==> config.mk <==
export PLATFORM = sky130hd
export DESIGN_NAME = path_corridor_merge
export DESIGN_NICKNAME = d
export VERILOG_FILES = /design/src/design/pcm_pkg.sv /design/src/design/path_corridor_merge.sv
export SDC_FILE = /design/constraint.sdc
export NUM_CORES = 2
export LEC_CHECK = 0
export ABC_AREA = 1
export BUFFER_PORTS_ARGS = -buffer_cell sky130_fd_sc_hd__buf_2
export CELL_PAD_IN_SITES_DETAIL_PLACEMENT = 2
export CELL_PAD_IN_SITES_GLOBAL_PLACEMENT = 2
export CORE_MARGIN = 2
export CORE_UTILIZATION = 35
export DETAILED_ROUTE_END_ITERATION = 7
export GPL_TIMING_DRIVEN = 0
export MAX_ROUTING_LAYER = met4
export PLACE_DENSITY_LB_ADDON = 0.1
export SYNTH_ARGS = -nofsm -noshare
export SYNTH_HDL_FRONTEND = slang
export SYNTH_SLANG_ARGS = --single-unit
==> constraint.sdc <==
create_clock -name clock -period 11.6 [get_ports clock]
set_clock_uncertainty 0.05 [all_clocks]
set_input_delay 1.16 -clock clock [delete_from_list [all_inputs] [get_ports clock]]
set_output_delay 1.16 -clock clock [all_outputs]
set_load 0.1 [all_outputs]
==> src/design/pcm_pkg.sv <==
package pcm_pkg;

   // Request fields: poly_ref in tdata, operation in tuser, last in tlast
   localparam int REQ_DATA_BITS = 32;
   localparam int OP_BITS       = 2;

   // Result fields: out_ref, position and new_length in tdata
   localparam int OUT_REF_BITS  = 32;
   localparam int POS_BITS      = 6;
   localparam int LEN_BITS      = 7;
   localparam int RSP_DATA_BITS = 48;

   // Configuration register width (max_path_len)
   localparam int CSR_BITS      = 7;

   // Operation codes carried in req_tuser
   localparam logic [OP_BITS-1:0] OP_START  = 2'd0;
   localparam logic [OP_BITS-1:0] OP_APPEND = 2'd1;
   localparam logic [OP_BITS-1:0] OP_VISIT  = 2'd2;

   // Merge sequencer states
   typedef enum logic [3:0] {
      ST_IDLE,
      ST_SRCH_P,
      ST_SRCH_V,
      ST_SRCH_C,
      ST_CALC,
      ST_TAIL_RD,
      ST_TAIL_WR,
      ST_VIS_RD,
      ST_VIS_WR,
      ST_EMIT_START,
      ST_EMIT_LD,
      ST_EMIT_WAIT
   } state_type;

endpackage

==> src/design/path_corridor_merge.sv <==
// Path corridor merge. Path entries are loaded one per transfer (tuser 0 starts a
// new path, tuser 1 appends), visited entries follow with tuser 2, and the visited
// entry marked with tlast starts a merge: the path is rebuilt from the newest
// visited entries down to the earliest one matching the furthest path entry,
// followed by the path tail, clamped to max_path_len, then emitted one entry per
// transfer. Load transfers leave the block idle and ready. A merge keeps req_tready
// low until the last result has been taken. All steps share the single read port of
// the path and visited memories. The search fetches a path entry, then fetches and
// compares each visited entry in turn; the rebuild copies the tail, then writes the
// visited entries; the output fetches each entry and holds it until rsp_tready. With
// no match the path is emitted unchanged; an empty path gives one empty result.
module path_corridor_merge #(
   parameter int PATH_DEPTH    = 64,
   parameter int VISITED_DEPTH = 16,
   parameter int REF_BITS      = 32
) (
   input  logic                               clock,
   input  logic                               reset,
   // request channel
   input  logic                               req_tvalid,
   output logic                               req_tready,
   input  logic [pcm_pkg::REQ_DATA_BITS-1:0]  req_tdata,  // [31:0] poly_ref
   input  logic [pcm_pkg::OP_BITS-1:0]        req_tuser,  // [1:0] operation
   input  logic                               req_tlast,
   // result channel
   output logic                               rsp_tvalid,
   input  logic                               rsp_tready,
   output logic [pcm_pkg::RSP_DATA_BITS-1:0]  rsp_tdata,  // [31:0] out_ref,
                                                          // [37:32] position,
                                                          // [44:38] new_length
   output logic                               rsp_tuser,  // [0] empty_res
   output logic                               rsp_tlast,
   // configuration write channel
   input  logic                               csr_valid,
   output logic                               csr_ready,
   input  logic [pcm_pkg::CSR_BITS-1:0]       csr_data
);

   localparam int PIW = $clog2(PATH_DEPTH);
   localparam int PCW = $clog2(PATH_DEPTH + 1);
   localparam int VIW = (VISITED_DEPTH > 1) ? $clog2(VISITED_DEPTH) : 1;
   localparam int VCW = $clog2(VISITED_DEPTH + 1);
   localparam int SW  = ((PCW > VCW) ? PCW : VCW) + 1;

   // Memories
   logic [REF_BITS-1:0] path_mem [PATH_DEPTH];
   logic [REF_BITS-1:0] vis_mem  [VISITED_DEPTH];

   logic                path_we, path_re, vis_we, vis_re;
   logic [PIW-1:0]      path_wa, path_ra;
   logic [VIW-1:0]      vis_wa, vis_ra;
   logic [REF_BITS-1:0] path_wd, vis_wd;
   logic [REF_BITS-1:0] path_rdata_ff, vis_rdata_ff;

   // Control and bookkeeping registers
   pcm_pkg::state_type      state_ff, state_in;
   logic [PCW-1:0]          plen_ff, plen_in;
   logic [VCW-1:0]          vcnt_ff, vcnt_in;
   logic [pcm_pkg::CSR_BITS-1:0] maxlen_ff;
   logic [PIW-1:0]          i_ff, i_in;
   logic [VIW-1:0]          j_ff, j_in;
   logic [PCW-1:0]          k_ff, k_in;
   logic [PIW-1:0]          hit_path_ff, hit_path_in;
   logic [VIW-1:0]          hit_vis_ff, hit_vis_in;
   logic [PCW-1:0]          req_ff, req_in;
   logic [PCW-1:0]          tail_ff, tail_in;
   logic [PCW-1:0]          orig_ff, orig_in;
   logic                    desc_ff, desc_in;

   // Result register
   logic                             rsp_valid_ff, rsp_valid_in;
   logic [pcm_pkg::OUT_REF_BITS-1:0] rsp_ref_ff, rsp_ref_in;
   logic [pcm_pkg::POS_BITS-1:0]     rsp_pos_ff, rsp_pos_in;
   logic [pcm_pkg::LEN_BITS-1:0]     rsp_len_ff, rsp_len_in;
   logic                             rsp_last_ff, rsp_last_in;
   logic                             rsp_empty_ff, rsp_empty_in;

   // Shared arithmetic
   logic [PCW-1:0] limit;
   logic [PCW-1:0] orig;
   logic [SW-1:0]  req_raw, tail_raw, req_tail_sum;
   logic [PCW-1:0] req_new, tail_new;
   logic [PCW-1:0] tail_pos, tail_src, tail_dst;
   logic [SW-1:0]  vis_rev;
   logic [REF_BITS-1:0] req_ref;
   logic           req_fire, rsp_fire;

   assign req_tready = (state_ff == pcm_pkg::ST_IDLE);
   assign csr_ready  = 1'b1;
   assign req_fire   = req_tvalid && req_tready;
   assign rsp_fire   = rsp_valid_ff && rsp_tready;
   assign req_ref    = REF_BITS'(req_tdata);

   assign rsp_tvalid = rsp_valid_ff;
   assign rsp_tdata  = {3'b000, rsp_len_ff, rsp_pos_ff, rsp_ref_ff};
   assign rsp_tuser  = rsp_empty_ff;
   assign rsp_tlast  = rsp_last_ff;

   // Limit is the smaller of the register and the store depth
   assign limit = (maxlen_ff < PATH_DEPTH) ? PCW'(maxlen_ff) : PCW'(PATH_DEPTH);

   // Lengths of the visited part and of the path tail after the match
   assign orig         = PCW'(hit_path_ff) + PCW'(1);
   assign req_raw      = SW'(vcnt_ff) - SW'(hit_vis_ff);
   assign tail_raw     = SW'(plen_ff) - SW'(orig);
   assign req_tail_sum = req_raw + tail_raw;

   // Clamp to the limit, dropping the tail when the visited part alone overflows
   always_comb begin
      if (req_raw > SW'(limit)) begin
         req_new  = limit;
         tail_new = '0;
      end else if (req_tail_sum > SW'(limit)) begin
         req_new  = PCW'(req_raw);
         tail_new = PCW'(SW'(limit) - req_raw);
      end else begin
         req_new  = PCW'(req_raw);
         tail_new = PCW'(tail_raw);
      end
   end

   // Tail copy walks down when the destination lies above the source
   assign tail_pos = desc_ff ? (tail_ff - k_ff - PCW'(1)) : k_ff;
   assign tail_src = orig_ff + tail_pos;
   assign tail_dst = req_ff + tail_pos;
   assign vis_rev  = SW'(vcnt_ff) - SW'(k_ff) - SW'(1);

   // Memory ports
   always_ff @(posedge clock) begin
      if (path_we) begin
         path_mem[path_wa] <= path_wd;
      end
      if (path_re) begin
         path_rdata_ff <= path_mem[path_ra];
      end
      if (vis_we) begin
         vis_mem[vis_wa] <= vis_wd;
      end
      if (vis_re) begin
         vis_rdata_ff <= vis_mem[vis_ra];
      end
   end

   // State and control registers
   always_ff @(posedge clock) begin
      if (reset) begin
         state_ff     <= pcm_pkg::ST_IDLE;
         plen_ff      <= '0;
         vcnt_ff      <= '0;
         maxlen_ff    <= pcm_pkg::CSR_BITS'(64);
         rsp_valid_ff <= 1'b0;
      end else begin
         state_ff     <= state_in;
         plen_ff      <= plen_in;
         vcnt_ff      <= vcnt_in;
         rsp_valid_ff <= rsp_valid_in;
         if (csr_valid && csr_ready) begin
            maxlen_ff <= csr_data;
         end
      end
   end

   // Counters and payload registers
   always_ff @(posedge clock) begin
      i_ff         <= i_in;
      j_ff         <= j_in;
      k_ff         <= k_in;
      hit_path_ff  <= hit_path_in;
      hit_vis_ff   <= hit_vis_in;
      req_ff       <= req_in;
      tail_ff      <= tail_in;
      orig_ff      <= orig_in;
      desc_ff      <= desc_in;
      rsp_ref_ff   <= rsp_ref_in;
      rsp_pos_ff   <= rsp_pos_in;
      rsp_len_ff   <= rsp_len_in;
      rsp_last_ff  <= rsp_last_in;
      rsp_empty_ff <= rsp_empty_in;
   end

   // Sequencer: next state, memory controls and register updates
   always_comb begin
      state_in     = state_ff;
      plen_in      = plen_ff;
      vcnt_in      = vcnt_ff;
      i_in         = i_ff;
      j_in         = j_ff;
      k_in         = k_ff;
      hit_path_in  = hit_path_ff;
      hit_vis_in   = hit_vis_ff;
      req_in       = req_ff;
      tail_in      = tail_ff;
      orig_in      = orig_ff;
      desc_in      = desc_ff;
      rsp_valid_in = rsp_valid_ff;
      rsp_ref_in   = rsp_ref_ff;
      rsp_pos_in   = rsp_pos_ff;
      rsp_len_in   = rsp_len_ff;
      rsp_last_in  = rsp_last_ff;
      rsp_empty_in = rsp_empty_ff;
      path_we      = 1'b0;
      path_wa      = '0;
      path_wd      = req_ref;
      path_re      = 1'b0;
      path_ra      = '0;
      vis_we       = 1'b0;
      vis_wa       = vcnt_ff[VIW-1:0];
      vis_wd       = req_ref;
      vis_re       = 1'b0;
      vis_ra       = '0;

      case (state_ff)
         // Take load transfers; a final visited entry starts the merge
         pcm_pkg::ST_IDLE: begin
            if (req_fire) begin
               case (req_tuser)
                  pcm_pkg::OP_START: begin
                     path_we = 1'b1;
                     path_wa = '0;
                     plen_in = PCW'(1);
                     vcnt_in = '0;
                  end
                  pcm_pkg::OP_APPEND: begin
                     if (plen_ff < PATH_DEPTH) begin
                        path_we = 1'b1;
                        path_wa = plen_ff[PIW-1:0];
                        plen_in = plen_ff + PCW'(1);
                     end
                  end
                  pcm_pkg::OP_VISIT: begin
                     if (vcnt_ff < VISITED_DEPTH) begin
                        vis_we  = 1'b1;
                        vcnt_in = vcnt_ff + VCW'(1);
                     end
                     if (req_tlast) begin
                        if (plen_ff == '0) begin
                           state_in = pcm_pkg::ST_EMIT_START;
                        end else begin
                           i_in     = PIW'(plen_ff - PCW'(1));
                           state_in = pcm_pkg::ST_SRCH_P;
                        end
                     end
                  end
                  default: begin
                  end
               endcase
            end
         end

         // Fetch the path entry under test
         pcm_pkg::ST_SRCH_P: begin
            path_re  = 1'b1;
            path_ra  = i_ff;
            j_in     = '0;
            state_in = pcm_pkg::ST_SRCH_V;
         end

         // Fetch the next visited entry
         pcm_pkg::ST_SRCH_V: begin
            vis_re   = 1'b1;
            vis_ra   = j_ff;
            state_in = pcm_pkg::ST_SRCH_C;
         end

         // Compare; advance visited index, then step the path index down
         pcm_pkg::ST_SRCH_C: begin
            if (path_rdata_ff == vis_rdata_ff) begin
               hit_path_in = i_ff;
               hit_vis_in  = j_ff;
               state_in    = pcm_pkg::ST_CALC;
            end else if ((VCW'(j_ff) + VCW'(1)) < vcnt_ff) begin
               j_in     = j_ff + VIW'(1);
               state_in = pcm_pkg::ST_SRCH_V;
            end else if (i_ff != '0) begin
               i_in     = i_ff - PIW'(1);
               state_in = pcm_pkg::ST_SRCH_P;
            end else begin
               state_in = pcm_pkg::ST_EMIT_START;
            end
         end

         // Size the new path and pick the copy direction
         pcm_pkg::ST_CALC: begin
            req_in   = req_new;
            tail_in  = tail_new;
            orig_in  = orig;
            desc_in  = (req_new > orig);
            plen_in  = req_new + tail_new;
            k_in     = '0;
            state_in = pcm_pkg::ST_TAIL_RD;
         end

         // Move the path tail into place
         pcm_pkg::ST_TAIL_RD: begin
            if (k_ff == tail_ff) begin
               k_in     = '0;
               state_in = pcm_pkg::ST_VIS_RD;
            end else begin
               path_re  = 1'b1;
               path_ra  = tail_src[PIW-1:0];
               state_in = pcm_pkg::ST_TAIL_WR;
            end
         end

         pcm_pkg::ST_TAIL_WR: begin
            path_we  = 1'b1;
            path_wa  = tail_dst[PIW-1:0];
            path_wd  = path_rdata_ff;
            k_in     = k_ff + PCW'(1);
            state_in = pcm_pkg::ST_TAIL_RD;
         end

         // Write visited entries newest first at the head
         pcm_pkg::ST_VIS_RD: begin
            if (k_ff == req_ff) begin
               state_in = pcm_pkg::ST_EMIT_START;
            end else begin
               vis_re   = 1'b1;
               vis_ra   = vis_rev[VIW-1:0];
               state_in = pcm_pkg::ST_VIS_WR;
            end
         end

         pcm_pkg::ST_VIS_WR: begin
            path_we  = 1'b1;
            path_wa  = k_ff[PIW-1:0];
            path_wd  = vis_rdata_ff;
            k_in     = k_ff + PCW'(1);
            state_in = pcm_pkg::ST_VIS_RD;
         end

         // Drop the visited entries and start the output run
         pcm_pkg::ST_EMIT_START: begin
            vcnt_in = '0;
            k_in    = '0;
            if (plen_ff == '0) begin
               rsp_valid_in = 1'b1;
               rsp_ref_in   = '0;
               rsp_pos_in   = '0;
               rsp_len_in   = '0;
               rsp_last_in  = 1'b1;
               rsp_empty_in = 1'b1;
               state_in     = pcm_pkg::ST_EMIT_WAIT;
            end else begin
               path_re  = 1'b1;
               path_ra  = '0;
               state_in = pcm_pkg::ST_EMIT_LD;
            end
         end

         // Load the result register from the fetched entry
         pcm_pkg::ST_EMIT_LD: begin
            rsp_valid_in = 1'b1;
            rsp_ref_in   = pcm_pkg::OUT_REF_BITS'(path_rdata_ff);
            rsp_pos_in   = pcm_pkg::POS_BITS'(k_ff);
            rsp_len_in   = pcm_pkg::LEN_BITS'(plen_ff);
            rsp_last_in  = ((k_ff + PCW'(1)) == plen_ff);
            rsp_empty_in = 1'b0;
            state_in     = pcm_pkg::ST_EMIT_WAIT;
         end

         // Hold the result until the transfer, then fetch the next entry
         pcm_pkg::ST_EMIT_WAIT: begin
            if (rsp_fire) begin
               rsp_valid_in = 1'b0;
               if (rsp_last_ff) begin
                  state_in = pcm_pkg::ST_IDLE;
               end else begin
                  k_in     = k_ff + PCW'(1);
                  path_re  = 1'b1;
                  path_ra  = PIW'(k_ff + PCW'(1));
                  state_in = pcm_pkg::ST_EMIT_LD;
               end
            end
         end

         default: begin
            state_in = pcm_pkg::ST_IDLE;
         end
      endcase
   end

   // A result is only pending while the sequencer waits on it
   a_rsp_in_wait: assert property (@(posedge clock) disable iff (reset)
      rsp_valid_ff |-> (state_ff == pcm_pkg::ST_EMIT_WAIT))
      else $error("result valid outside the output wait state");

   // No new request is taken while a result is pending
   a_no_req_with_rsp: assert property (@(posedge clock) disable iff (reset)
      rsp_valid_ff |-> !req_tready)
      else $error("request ready while a result is pending");

   // Stored path length never exceeds the store depth
   a_plen_bound: assert property (@(posedge clock) disable iff (reset)
      plen_ff <= PATH_DEPTH)
      else $error("path length beyond store depth");

   // An empty result is a single, final, zero-length result
   a_empty_shape: assert property (@(posedge clock) disable iff (reset)
      (rsp_valid_ff && rsp_empty_ff) |-> (rsp_last_ff && (rsp_len_ff == '0)))
      else $error("empty result malformed");

   // A merged path length follows the limit after a match
   a_merge_limit: assert property (@(posedge clock) disable iff (reset)
      (state_ff == pcm_pkg::ST_CALC) |=> (plen_ff <= $past(limit)))
      else $error("merged path longer than the limit");

endmodule

==> impl_metrics.py <==
metrics = {
    "global_routing": {
        "grt_pass1_wl_um": 677000,
        "grt-ovfl-total": 0,
        "grt_pass1_vias": 85908,
        "grt_max_degree": 37,
        "grt_usage_pct": 29.8,
        "antenna_found_initial": 46,
    },
    "setup_path": {
        "reg2reg_from": "k_ff[0]",
        "cp_max_fo": 18,
        "crit_path_frequent_cell": "inv_1",
        "worstSetupStartpointType": "flop",
        "cp_slowest_cell": "a221oi_1",
        "crit_path_end_kind": "flop",
        "cpPeakStageDelay_ns": 1.18,
        "cp.buffers_inverters": 8,
        "cp.arrival_ns": 8.06,
        "crit_family": "compound AO/OA/AOI/OAI gates",
        "path_cells": "clkbuf_2 -> inv_1 -> ha_1 -> inv_1 -> fa_1 -> o21ai_0 -> inv_1 -> fa_1 -> nor2_1 -> nor3b_1 -> a221oi_1 -> inv_1 -> nor2_1 -> o211ai_1 -> buf_4 -> buf_4 -> nor2_4 -> buf_12",
        "crit_required_ns": 12.15,
        "critPathKind": "flop to flop",
        "worstRegToRegCells": 18,
        "reg2reg_slack_ns": 4.09,
        "r2r-end": "path_mem[32][11]",
    },
    "layout": {
        "design_area_um2": 135000,
        "fillers": 32598,
        "nNetsFinal": 10095,
        "drive_above_1_share_pct": 11.6,
        "area_delta_synth_final_pct": 18.2,
    },
    "drt": {
        "drt_first_pass_iters": 6,
        "drcViolationCount": 0,
        "ant_nets": 0,
        "vias_per_cell": 5.63,
        "wl_per_cell_um": 33.6,
        "num_vias": 81943,
        "totalWireLength_um": 489000,
        "dr.first_iter.drc_count": 8180,
    },
    "die": {
        "dieArea_um2": 332000,
        "dieHeight_um": 576,
        "core.rowCount": 209,
        "core-area_um2": 325000,
        "die_w_um": 576,
        "ios": 100,
        "start_util_pct": 35.2,
    },
    "cts": {
        "cts_tree": "yes",
        "ctsHoldBuffers": 0,
        "path_clk_slew_ns": 0.06,
        "postCtsSetupBuffers": 0,
        "clk_latency_ns": 0.94,
        "ctsResizeCount": 0,
        "ctsLongestPathBuffers": 4,
        "cts_made_buffers": 317,
        "root_buffer": "clkbuf_16",
        "h-tree-depth": 5,
        "clock-sinks": 2743,
    },
    "power_and_ir_drop": {
        "p_total_mw": 33.0,
        "power_density_nw_per_um2": 244,
        "peakVddDrop_uv": 133,
        "p_leak_nw": 47.4,
    },
    "place": {
        "post_dp_cell_area_um2": 125000,
        "finalWeightedCongestion": 0.918,
        "port_buffers": 95,
        "dp_hpwl_um": 359000,
    },
    "sta": {
        "grt_setup_unrepaired": "no",
        "setup_tns_ns": 0,
        "relSlewSlack_pct": -1.73,
        "hold_violations": 0,
        "setup_viol": 0,
        "period_share_pct": 64.7,
        "min_period_ns": 7.51,
        "drv_slew": 3,
        "clock.fmax_ghz": 0.133,
        "max_slew.worst_pin.slew_ns": 1.53,
    },
    "logic_synthesis": {
        "yosysSeqAreaShare_pct": 71.8,
        "syn_area_um2": 114000,
        "async_reset_ff_share_pct": 0,
        "ys_seq_elements": 2743,
        "synth_edf_count": 2719,
        "ys.flop_type": "edfxtp_1",
        "ys.warnings.count": 0,
        "syn_avg_cell_area_um2": 12.3,
        "yosysUniqueCellTypes": 51,
        "netlist_instances": 9291,
    },
    "hold_path": {
        "whs_endpoint": "hit_vis_ff[3]",
        "hold_depth": 0,
        "hold_start": "j_ff[3]",
        "hold_path.class": "flop to flop",
    },
    "status": {
        "status": "complete, but fails checks",
        "violations": "max-slew violations",
    },
    "job": {
        "cap_violations": 0,
    },
}
==> worst max path at each step <==
stage / start / end / slack (ns) / cells after the start
after floorplan: hit_path_ff[0] / plen_ff[6] / 6.23 / 36
after detailed placement: k_ff[0] / path_mem[46][11] / 4.31 / 21
after global routing: plen_ff[1] / plen_ff[6] / 3.89 / 39
final: k_ff[0] / path_mem[32][11] / 4.09 / 18
after global placement: state_ff[2] / path_mem[1][12] / 0.79 / 7
after CTS: k_ff[0] / path_mem[46][4] / 4.30 / 21
==> through the flow <==
stage	cells	hold slack [ns]	utilization (%)	worst slack, ns
final	14555	0.402	41.6	4.09
after global routing	14549	0.435	41.6	3.89
after CTS	14538	0.384	41.6	4.30
after detailed placement	13966	0.395	38.6	4.31
after global placement	13713	0.388	37.1	0.793
after floorplan	9293	0.376	-	6.23
==> worst register-to-register path: stages, from the launching register on <==
cell and delay (ns):
edfxtp_1 0.40, clkbuf_2 0.20, inv_1 0.29, ha_1 0.24, inv_1 0.06, fa_1 0.43
o21ai_0 0.57, inv_1 0.22, fa_1 0.43, nor2_1 0.15, nor3b_1 0.08, a221oi_1 1.18
inv_1 0.18, nor2_1 0.58, o211ai_1 0.54, buf_4 0.39, buf_4 0.20, nor2_4 0.66
buf_12 0.30
==> Yosys cell counts, drive strengths merged (44+ instances only) <==
cell | count | area, µm²
nand3 | 1041 | 5210
o211ai | 570 | 4290
o221ai | 110 | 963
ha | 78 | 976
o22ai | 44 | 275
edfxtp | 2719 | 81600
o21ai | 831 | 4160
clkbuf | 239 | 898
nand2 | 839 | 3150
nor2 | 485 | 1830
inv | 1252 | 4700
a21oi | 570 | 2850
buf | 333 | 1740
==> area by class of cell <==
class	instances	area (µm²)	area share, %
antenna	15	37.5	0.0277
buffer	572	2650	1.96
clock buffer	398	8350	6.18
clock inverter	174	1410	1.04
inverter	1254	4710	3.48
multi-input combinational	4724	25900	19.2
sequential	2743	82100	60.7
tap	4325	5410	4.00
timing repair buffer	350	4630	3.42
==> layer usage <==
metal | wire length (µm) | global-route usage [%]
met2 | 232000 | 48.1
met3 | 29400 | 3.77
met1 | 205000 | 38.3
met5 | 0 | -
met4 | 22200 | 11.9
==> sequential cells by signal (all words and copies together) (netlist names), 5 cells and up <==
register and count:
vis_rdata_ff 32, rsp_len_ff 7, hit_path_ff 6, k_ff 7
i_ff 6, vis_mem 512, orig_ff 6, req_ff 7
tail_ff 7, maxlen_ff 7, path_rdata_ff 32, path_mem 2048
vcnt_ff 5, rsp_ref_ff 32, rsp_pos_ff 6, plen_ff 7
==> layout by cell type (no fill, tap or decap), types with 166 or more instances in the layout <==
master     synthesis  layout
edfxtp_1        2719    2719
inv_1           1242    1242
nand3_1         1041    1041
nand2_1          839     838
o21ai_0          664     664
a21oi_1          570     570
o211ai_1         568     568
nor2_1           482     400
clkbuf_16          0     322
buf_2            213     309
clkbuf_1         238     303
o21ai_1          167     166
==> power by group <==
| part | total [mW] | leakage (nW) | switching [mW] | internal (mW) |
|---|---|---|---|---|
| Combinational | 10.9 | 17.9 | 8.44 | 2.46 |
| Sequential | 12.4 | 24.8 | 0.215 | 12.1 |
| Clock | 9.75 | 4.77 | 4.26 | 5.49 |
==> kinds of logic (layout without fill, tap and decap cells) <==
family,after synthesis,in the layout,share of synthesized area [%]
compound gates,2156,2156,11.2
xor+xnor,60,60,0.459
fa+ha+maj,86,86,0.993
buf+inv,1826,2748,6.42
flops,2743,2743,71.8
other cells,2,19,0.00656
simple gates,2418,2418,9.20
No activity file was read; power rests on OpenSTA's default activity.
